<file path="src/hdl/ols_pkg.sv">
`timescale 1ns / 1ps

package ols_pkg;

   // fixed field widths of the request and response channels
   localparam int TYPE_W   = 2;
   localparam int POS_W    = 5;
   localparam int VALUE_W  = 32;
   localparam int STATUS_W = 2;
   localparam int COUNT_W  = 5;

   // defaults for the top level parameters
   localparam int CAPACITY_DEF   = 16;
   localparam int DATA_WIDTH_DEF = 32;

   typedef enum logic [TYPE_W-1:0] {
      REQ_APPEND = 2'd0,
      REQ_INSERT = 2'd1,
      REQ_QUERY  = 2'd2,
      REQ_REMOVE = 2'd3
   } req_kind_type;

   typedef enum logic [STATUS_W-1:0] {
      STAT_OK        = 2'd0,
      STAT_BAD_POS   = 2'd1,
      STAT_FULL      = 2'd2,
      STAT_NOT_FOUND = 2'd3
   } status_type;

   // broadcast controls from the sequencer to every cell
   typedef struct packed {
      logic ins_en;
      logic remove;
   } cell_ctl_type;

endpackage

</file>
<file path="src/hdl/ols_cell.sv">
`timescale 1ns / 1ps

module ols_cell #(
   parameter int INDEX      = 0,
   parameter int CAPACITY   = ols_pkg::CAPACITY_DEF,
   parameter int DATA_WIDTH = ols_pkg::DATA_WIDTH_DEF,
   parameter int IW         = $clog2(CAPACITY + 1),
   parameter int PW         = (IW > ols_pkg::POS_W) ? IW : ols_pkg::POS_W
) (
   input  logic                   clock,
   input  logic                   reset,
   input  ols_pkg::cell_ctl_type  ctl,
   input  logic [DATA_WIDTH-1:0]  key,
   input  logic [DATA_WIDTH-1:0]  ins_data,
   input  logic [PW-1:0]          pos,
   input  logic [IW-1:0]          count,
   input  logic                   token_in,
   input  logic                   found_in,
   input  logic [DATA_WIDTH-1:0]  left_data,
   input  logic [DATA_WIDTH-1:0]  right_data,
   output logic                   token_out,
   output logic                   found_out,
   output logic [DATA_WIDTH-1:0]  data_out
);

   localparam bit HAS_RIGHT = (INDEX < CAPACITY - 1);

   logic [DATA_WIDTH-1:0] entry_ff, entry_in;
   logic                  token_ff;
   logic                  found_ff;
   logic                  hit;
   logic                  found_now;

   // compare only while the search token sits here and the slot is occupied
   always_comb begin
      hit       = token_ff && (IW'(INDEX) < count) && (entry_ff == key);
      found_now = found_ff | hit;
   end

   always_comb begin
      entry_in = entry_ff;
      if (ctl.ins_en) begin
         if (pos == PW'(INDEX)) begin
            entry_in = ins_data;
         end else if (pos < PW'(INDEX)) begin
            entry_in = left_data;
         end
      end else if (token_ff && ctl.remove && found_now && HAS_RIGHT) begin
         // close the gap: take the right neighbour before it moves
         entry_in = right_data;
      end
   end

   always_ff @(posedge clock) begin
      entry_ff <= entry_in;
   end

   always_ff @(posedge clock) begin
      if (reset) begin
         token_ff <= 1'b0;
         found_ff <= 1'b0;
      end else begin
         token_ff <= token_in;
         found_ff <= found_in;
      end
   end

   assign token_out = token_ff;
   assign found_out = found_now;
   assign data_out  = entry_ff;

endmodule

</file>
<file path="src/hdl/ordered_list_store.sv">
`timescale 1ns / 1ps

// ordered list store: a fixed row of CAPACITY cells holding an ordered list
// request channel (req_valid/req_ready) carries req_type, req_position, req_value
// response channel (rsp_valid/rsp_ready) returns rsp_status and rsp_count
// exactly one response per request transfer, in request order
// append and insert: cells at and above the position shift together, the response
// is valid on the cycle after the transfer; with rsp_ready high one such request
// per cycle; query and remove: a search token walks the cell row one cell per
// cycle, removal closes the gap in the same wave; the response is registered
// when the token reaches the last cell, and no request is taken during the walk
// one request in flight at a time; a new transfer is taken while the
// previous response is being taken in the same cycle
// a stalled response holds in its output register and blocks new requests
// reset empties the list (count to zero) and drops any pending response;
// entry storage itself is not cleared

module ordered_list_store #(
   parameter int CAPACITY   = ols_pkg::CAPACITY_DEF,
   parameter int DATA_WIDTH = ols_pkg::DATA_WIDTH_DEF
) (
   input  logic                         clock,
   input  logic                         reset,
   input  logic                         req_valid,
   output logic                         req_ready,
   input  logic [ols_pkg::TYPE_W-1:0]   req_type,
   input  logic [ols_pkg::POS_W-1:0]    req_position,
   input  logic [ols_pkg::VALUE_W-1:0]  req_value,
   output logic                         rsp_valid,
   input  logic                         rsp_ready,
   output logic [ols_pkg::STATUS_W-1:0] rsp_status,
   output logic [ols_pkg::COUNT_W-1:0]  rsp_count
);

   // count width and a position width wide enough for both field and count
   localparam int IW = $clog2(CAPACITY + 1);
   localparam int PW = (IW > ols_pkg::POS_W) ? IW : ols_pkg::POS_W;

   typedef enum logic [1:0] {
      ST_IDLE = 2'b01,
      ST_SCAN = 2'b10
   } state_type;

   state_type             state_ff, state_in;
   logic [IW-1:0]         count_ff, count_in;
   logic [DATA_WIDTH-1:0] key_ff, key_in;
   logic                  remove_ff, remove_in;
   logic                  rsp_valid_ff, rsp_valid_in;
   ols_pkg::status_type   rsp_status_ff, rsp_status_in;
   logic [ols_pkg::COUNT_W-1:0] rsp_count_ff, rsp_count_in;

   logic                  req_fire;
   ols_pkg::req_kind_type req_kind;
   logic [DATA_WIDTH-1:0] req_key;
   logic [PW-1:0]         cnt_ext;
   logic [PW-1:0]         ins_pos;
   logic                  is_place;
   ols_pkg::status_type   place_status;
   logic                  scan_start;
   logic                  scan_done;
   logic [PW-1:0]         count_wide;
   ols_pkg::cell_ctl_type ctl;

   // cell row links
   logic [DATA_WIDTH-1:0] cell_data  [CAPACITY];
   logic                  cell_token [CAPACITY];
   logic                  cell_found [CAPACITY];

   // low DATA_WIDTH bits of the value, zero-extended when the cells are wider
   generate
      if (DATA_WIDTH <= ols_pkg::VALUE_W) begin : g_key_narrow
         assign req_key = req_value[DATA_WIDTH-1:0];
      end else begin : g_key_wide
         assign req_key = {{(DATA_WIDTH - ols_pkg::VALUE_W){1'b0}}, req_value};
      end
   endgenerate

   assign req_ready = (state_ff == ST_IDLE) && (!rsp_valid_ff || rsp_ready);
   assign req_fire  = req_valid && req_ready;

   // append and insert are decided in the transfer cycle
   always_comb begin
      req_kind = ols_pkg::req_kind_type'(req_type);
      cnt_ext  = PW'(count_ff);
      is_place = (req_kind == ols_pkg::REQ_APPEND) || (req_kind == ols_pkg::REQ_INSERT);
      ins_pos  = (req_kind == ols_pkg::REQ_APPEND) ? cnt_ext : PW'(req_position);
      // bad position is checked ahead of full
      if (ins_pos > cnt_ext) begin
         place_status = ols_pkg::STAT_BAD_POS;
      end else if (count_ff == IW'(CAPACITY)) begin
         place_status = ols_pkg::STAT_FULL;
      end else begin
         place_status = ols_pkg::STAT_OK;
      end
      ctl.ins_en = req_fire && is_place && (place_status == ols_pkg::STAT_OK);
      ctl.remove = remove_ff;
      scan_start = req_fire && !is_place;
      // token sitting in the last cell ends the walk
      scan_done  = (state_ff == ST_SCAN) && cell_token[CAPACITY-1];
   end

   always_comb begin
      state_in      = state_ff;
      count_in      = count_ff;
      key_in        = key_ff;
      remove_in     = remove_ff;
      rsp_valid_in  = rsp_valid_ff && !rsp_ready;
      rsp_status_in = rsp_status_ff;
      case (state_ff)
         ST_IDLE: begin
            if (req_fire) begin
               if (is_place) begin
                  if (ctl.ins_en) begin
                     count_in = count_ff + 1'b1;
                  end
                  rsp_valid_in  = 1'b1;
                  rsp_status_in = place_status;
               end else begin
                  key_in    = req_key;
                  remove_in = (req_kind == ols_pkg::REQ_REMOVE);
                  state_in  = ST_SCAN;
               end
            end
         end
         ST_SCAN: begin
            if (scan_done) begin
               rsp_valid_in = 1'b1;
               if (cell_found[CAPACITY-1]) begin
                  rsp_status_in = ols_pkg::STAT_OK;
                  if (remove_ff) begin
                     count_in = count_ff - 1'b1;
                  end
               end else begin
                  rsp_status_in = ols_pkg::STAT_NOT_FOUND;
               end
               state_in = ST_IDLE;
            end
         end
         default: begin
            state_in = ST_IDLE;
         end
      endcase
      // reported count keeps only the low field bits
      count_wide   = PW'(count_in);
      rsp_count_in = rsp_valid_in && !(rsp_valid_ff && !rsp_ready)
                     ? count_wide[ols_pkg::COUNT_W-1:0] : rsp_count_ff;
   end

   always_ff @(posedge clock) begin
      if (reset) begin
         state_ff     <= ST_IDLE;
         count_ff     <= '0;
         rsp_valid_ff <= 1'b0;
      end else begin
         state_ff     <= state_in;
         count_ff     <= count_in;
         rsp_valid_ff <= rsp_valid_in;
      end
   end

   // payload registers, no reset needed
   always_ff @(posedge clock) begin
      key_ff        <= key_in;
      remove_ff     <= remove_in;
      rsp_status_ff <= rsp_status_in;
      rsp_count_ff  <= rsp_count_in;
   end

   // the cell row: cell 0 takes the token, each cell hands it to the next
   generate
      for (genvar k = 0; k < CAPACITY; k++) begin : g_cell
         logic                  tok_in;
         logic                  fnd_in;
         logic [DATA_WIDTH-1:0] left_d;
         logic [DATA_WIDTH-1:0] right_d;

         if (k == 0) begin : g_head
            assign tok_in = scan_start;
            assign fnd_in = 1'b0;
            assign left_d = '0;
         end else begin : g_body
            assign tok_in = cell_token[k-1];
            assign fnd_in = cell_found[k-1];
            assign left_d = cell_data[k-1];
         end

         if (k == CAPACITY - 1) begin : g_tail
            assign right_d = '0;
         end else begin : g_inner
            assign right_d = cell_data[k+1];
         end

         ols_cell #(
            .INDEX      (k),
            .CAPACITY   (CAPACITY),
            .DATA_WIDTH (DATA_WIDTH),
            .IW         (IW),
            .PW         (PW)
         ) u_cell (
            .clock      (clock),
            .reset      (reset),
            .ctl        (ctl),
            .key        (key_ff),
            .ins_data   (req_key),
            .pos        (ins_pos),
            .count      (count_ff),
            .token_in   (tok_in),
            .found_in   (fnd_in),
            .left_data  (left_d),
            .right_data (right_d),
            .token_out  (cell_token[k]),
            .found_out  (cell_found[k]),
            .data_out   (cell_data[k])
         );
      end
   endgenerate

   assign rsp_valid  = rsp_valid_ff;
   assign rsp_status = rsp_status_ff;
   assign rsp_count  = rsp_count_ff;

endmodule
</file>
<file path="config.mk">
export PLATFORM = sky130hd
export DESIGN_NAME = ordered_list_store
export DESIGN_NICKNAME = d
export VERILOG_FILES = /design/src/hdl/ols_pkg.sv /design/src/hdl/ols_cell.sv /design/src/hdl/ordered_list_store.sv
export SDC_FILE = /design/constraint.sdc
export NUM_CORES = 2
export LEC_CHECK = 0
export CORE_AREA = 2 2 236 238
export CTS_CLUSTER_DIAMETER = 150
export CTS_CLUSTER_SIZE = 16
export DETAILED_ROUTE_END_ITERATION = 6
export DIE_AREA = 0 0 238 240
export DONT_BUFFER_PORTS = 1
export PLACE_DENSITY = 0.8
export SYNTH_ARGS = -nofsm -noshare
export SYNTH_HDL_FRONTEND = slang
export SYNTH_SLANG_ARGS = --single-unit
</file>
<file path="constraint.sdc">
create_clock -name clock -period 14.61 [get_ports clock]
set_clock_uncertainty 0.2 [all_clocks]
set_input_delay 2.1915 -clock clock [delete_from_list [all_inputs] [get_ports clock]]
set_output_delay 2.1915 -clock clock [all_outputs]
set_load 0.02 [all_outputs]
</file>
==> summary.md <==
| Metric | Value |
|---|---|
| Drt initial violations | 4601 |
| Max Clock Freq | 144 MHz |
| Total GRT Usage | between 30 and 40% |
| NetSw | 1.01 mW |
| Worst Hold Launch | g_cell[0].u_cell.token_out$_SDFF_PP0_ |
| Worst vdd ir | 82.4 uV |
| Core Region | 54700 um^2 |
| Site Rows | 86 |
| Final WL | approximately 110000 um |
| Port Buffers | 0 |
| Flops & latches, synth | 591 |
| Synth Instances | 3280 |
| Final min period | 6.97 ns |
| Slowest cell on crit path | buf_4 |
| Initial Util | 64.1% |
| CTS Buf Count | 42 |
| Switching Share | 27.8% |
| Max Slew Vio Count | 0 |
| Place WS | 7.26 ns |
| Mapped Nets | 3333 |
| Most common cell on crit path | buf_4 |
| Cell Area, Synth | 35000 um^2 |
| Routability Congestion | 1.01 |
| R2R Path Start | cnt_ext[4]$_SDFF_PP0_ |
| Die Wd | 238 um |
| Leakage power | approximately 14 nW |
| Placed inst area | approximately 35000 um^2 |
| Layout Utilization | approximately 67% |
| Post-DP HPWL | 80300 um |
| Clk buf depth | 3 |
| CP arrival | roughly 7 ns |
| CTS tree | yes |
| Hold_buf cts | 0 |
| Worst setup margin | 7.64 ns |
| CP max stage delay | about 0.8 ns |
| Final Hold Viols | 0 |
| Htree depth | 2 |
| Synth Area per Inst | 10.7 um^2 |
| First-pass GRT wire length | 164000 um |
| Most frequent cells in the layout | nand2_1, edfxtp_1, mux2i_1 |
| Combinational power share | 14.0% |
| Clock share of power | a little under a third |
| Power Density | 99.8 nW/um^2 |
| WHS Path Cells | 1 |
| Req. time, crit path | 14.65 ns |
| Layout net count | 3170 |
| Antenna Nets Post-Route | 0 |
| Post-CTS Setup Bufs | 0 |
| Vias in the first global route | ~26000 |
| Commonest non-fill, non-tap cell in the layout | nand2_1 |
| Largest net degree at the start of global routing | 275 |
| Clock Root Buffer | clkbuf_16 |
| Slew margin rel. | roughly 16% |
| Fin cells | approximately 3800 |
| Final instance area | 36400 um^2 |
| Outcome | finished, final reports clean |
| Fraction of layout cells with a size suffix above 1 | 6.13% |
| Area Overhead vs Synth | 4.04% |
| Period utilization | a little under half |
| Clk sinks | 591 |
| Library cells used by synthesis | 65 |
| RSZ-0062 raised after global routing | false |
| Setup Crit Path Kind | in -> reg |
| Antenna fix cells | 0 |
| Internal Pwr Total | 2.63 mW |
| MaxCap Viol Count | 0 |
| Sequential power share | 54.6% |
| Grt ovf | 0 |
| DR vias | 26732 |
| Post-CTS sizing | 0 |
| Avg WL per Cell | 29.1 um |
| Cells along the critical path | nor2_4 -> mux2i_1 -> inv_2 -> ha_1 -> and4_1 -> a221o_1 -> and2_1 -> or3_4 -> buf_12 -> buf_4 -> nand3_1 -> o21ai_4 -> buf_4 |
| Initial antenna violation count | 3 |
| Startpoint Class | input pin |
| Setup TNS | 0 ns |
| EDFF count, synth | 552 |
| Worst-path clk slew | approximately 0.080 ns |
| Crit Path Max Fanout | 243 |
| Placed cell count | about 3800 |
| Nature of the critical path endpoint | flop |
| Die Y-Extent | approximately 240 um |
| Ports | 52 |
| Asr flop ratio synth | 0% |
| Die area | 57100 um^2 |
| Final setup vio count | 0 |
| Prevailing post-synth register cell | edfxtp_1 |
| Vias/cell | 6.97 |
| Slew at the pin with the worst max-slew slack | 1.27 ns |
| DR DRC count | 0 |
| R2R depth | 11 |
| Warnings, synthesis | 0 |
| HP Class | reg -> reg |
| Sequential fraction of the synthesis area | 49.6% |
| CP Launch Point | req_type[0] |
| Worst skew pair latency | 0.61 ns |
| DR pass1 iterations | 6 |
power groups by stage:
stage / Combinational [mW] / Sequential (mW) / Clock [mW]
2_1_floorplan: 0.362 / 2.00 / 0
3_3_place_gp: 0.471 / 2.02 / 0
3_5_place_dp: 0.485 / 2.02 / 0
4_1_cts: 0.487 / 1.98 / 1.13
5_1_grt: 0.539 / 1.99 / 1.19
6_report: 0.510 / 1.99 / 1.14
metrics by stage:
step	hold WS, ns	power, mW
2_1_floorplan	0.220	2.36
3_3_place_gp	0.251	2.49
3_5_place_dp	0.257	2.51
4_1_cts	0.275	3.60
5_1_grt	0.296	3.72
6_report	0.281	3.64
synthesized netlist by cell type (all sizes together) (3+ instances only):
master / n / area, um^2
o21ai: 463 / 2320
buf: 138 / 867
mux2: 34 / 387
inv: 16 / 60.1
a2111oi: 3 / 26.3
and2: 4 / 25.0
a21oi: 14 / 70.1
nand2: 581 / 2190
edfxtp: 552 / 16600
nand2b: 5 / 31.3
ha: 10 / 125
mux2i: 453 / 4540
clkbuf: 128 / 480
nand4: 54 / 338
nor2: 40 / 198
xnor2: 160 / 1400
nand3: 34 / 170
o22ai: 6 / 37.5
o31ai: 3 / 22.5
nor3: 12 / 76.3
nor4: 95 / 594
a31oi: 14 / 103
o21a: 4 / 30.0
a41oi: 8 / 70.1
or3: 6 / 42.5
or4: 3 / 22.5
xor2: 353 / 3090
dfxtp: 39 / 781
nor2b: 20 / 125
per-layer routing:
| layer | up-vias | wire length [um] | track usage, % |
|---|---|---|---|
| met5 | - | 36 | 0 |
| met4 | 6 | 3400 | 10.6 |
| met3 | 238 | 17400 | 14.2 |
| met2 | 1985 | 48800 | 57.9 |
| met1 | 13176 | 42100 | 52.9 |
| li1 | 11327 | - | - |
flip-flops by register name, summed over array words and instances (netlist names):
| name | cells |
|---|---|
| rsp_valid | 1 |
| g_cell.u_cell.token_out | 16 |
| state_ff | 2 |
| rsp_status | 2 |
| g_cell.u_cell.data_out | 512 |
| key_ff | 32 |
| g_cell.u_cell.found_ff | 15 |
| cnt_ext | 5 |
| rsp_count | 5 |
| remove_ff | 1 |
worst paths after layout:
path / end / slack, ns
max: g_cell[1].u_cell.data_out[13]$_DFFE_PP_ / 7.64
min: g_cell[1].u_cell.token_out$_SDFF_PP0_ / 0.28
max reg2reg: g_cell[1].u_cell.data_out[13]$_DFFE_PP_ / 8.82
min reg2reg: g_cell[1].u_cell.token_out$_SDFF_PP0_ / 0.28
worst max-delay path: cells and delay by family:
family                   cells  cell delay (ns)
AO/OA/AOI/OAI                2             0.46
adder cells (fa/ha/maj)      1             0.33
buffers and inverters        4             2.11
multiplexers                 1             0.52
AND/OR/NAND/NOR              5             1.06
layout make-up:
class,instances,area [um^2]
clock buffers,60,1140
clock inverters,1,8.76
fillers,4064,18200
inverters,17,63.8
multi-input cells,2406,16500
flip-flops and latches,591,17400
well taps,704,881
repair buffers,59,468
cell families after synthesis:
kind of cell	share of synthesized area [%]
mux	14.1
xor+xnor	12.8
buf+inv	4.03
simple gates	11.1
flops	49.6
fa+ha+maj	0.357
compound gates	8.07
Power figures use the tool's default switching activity.
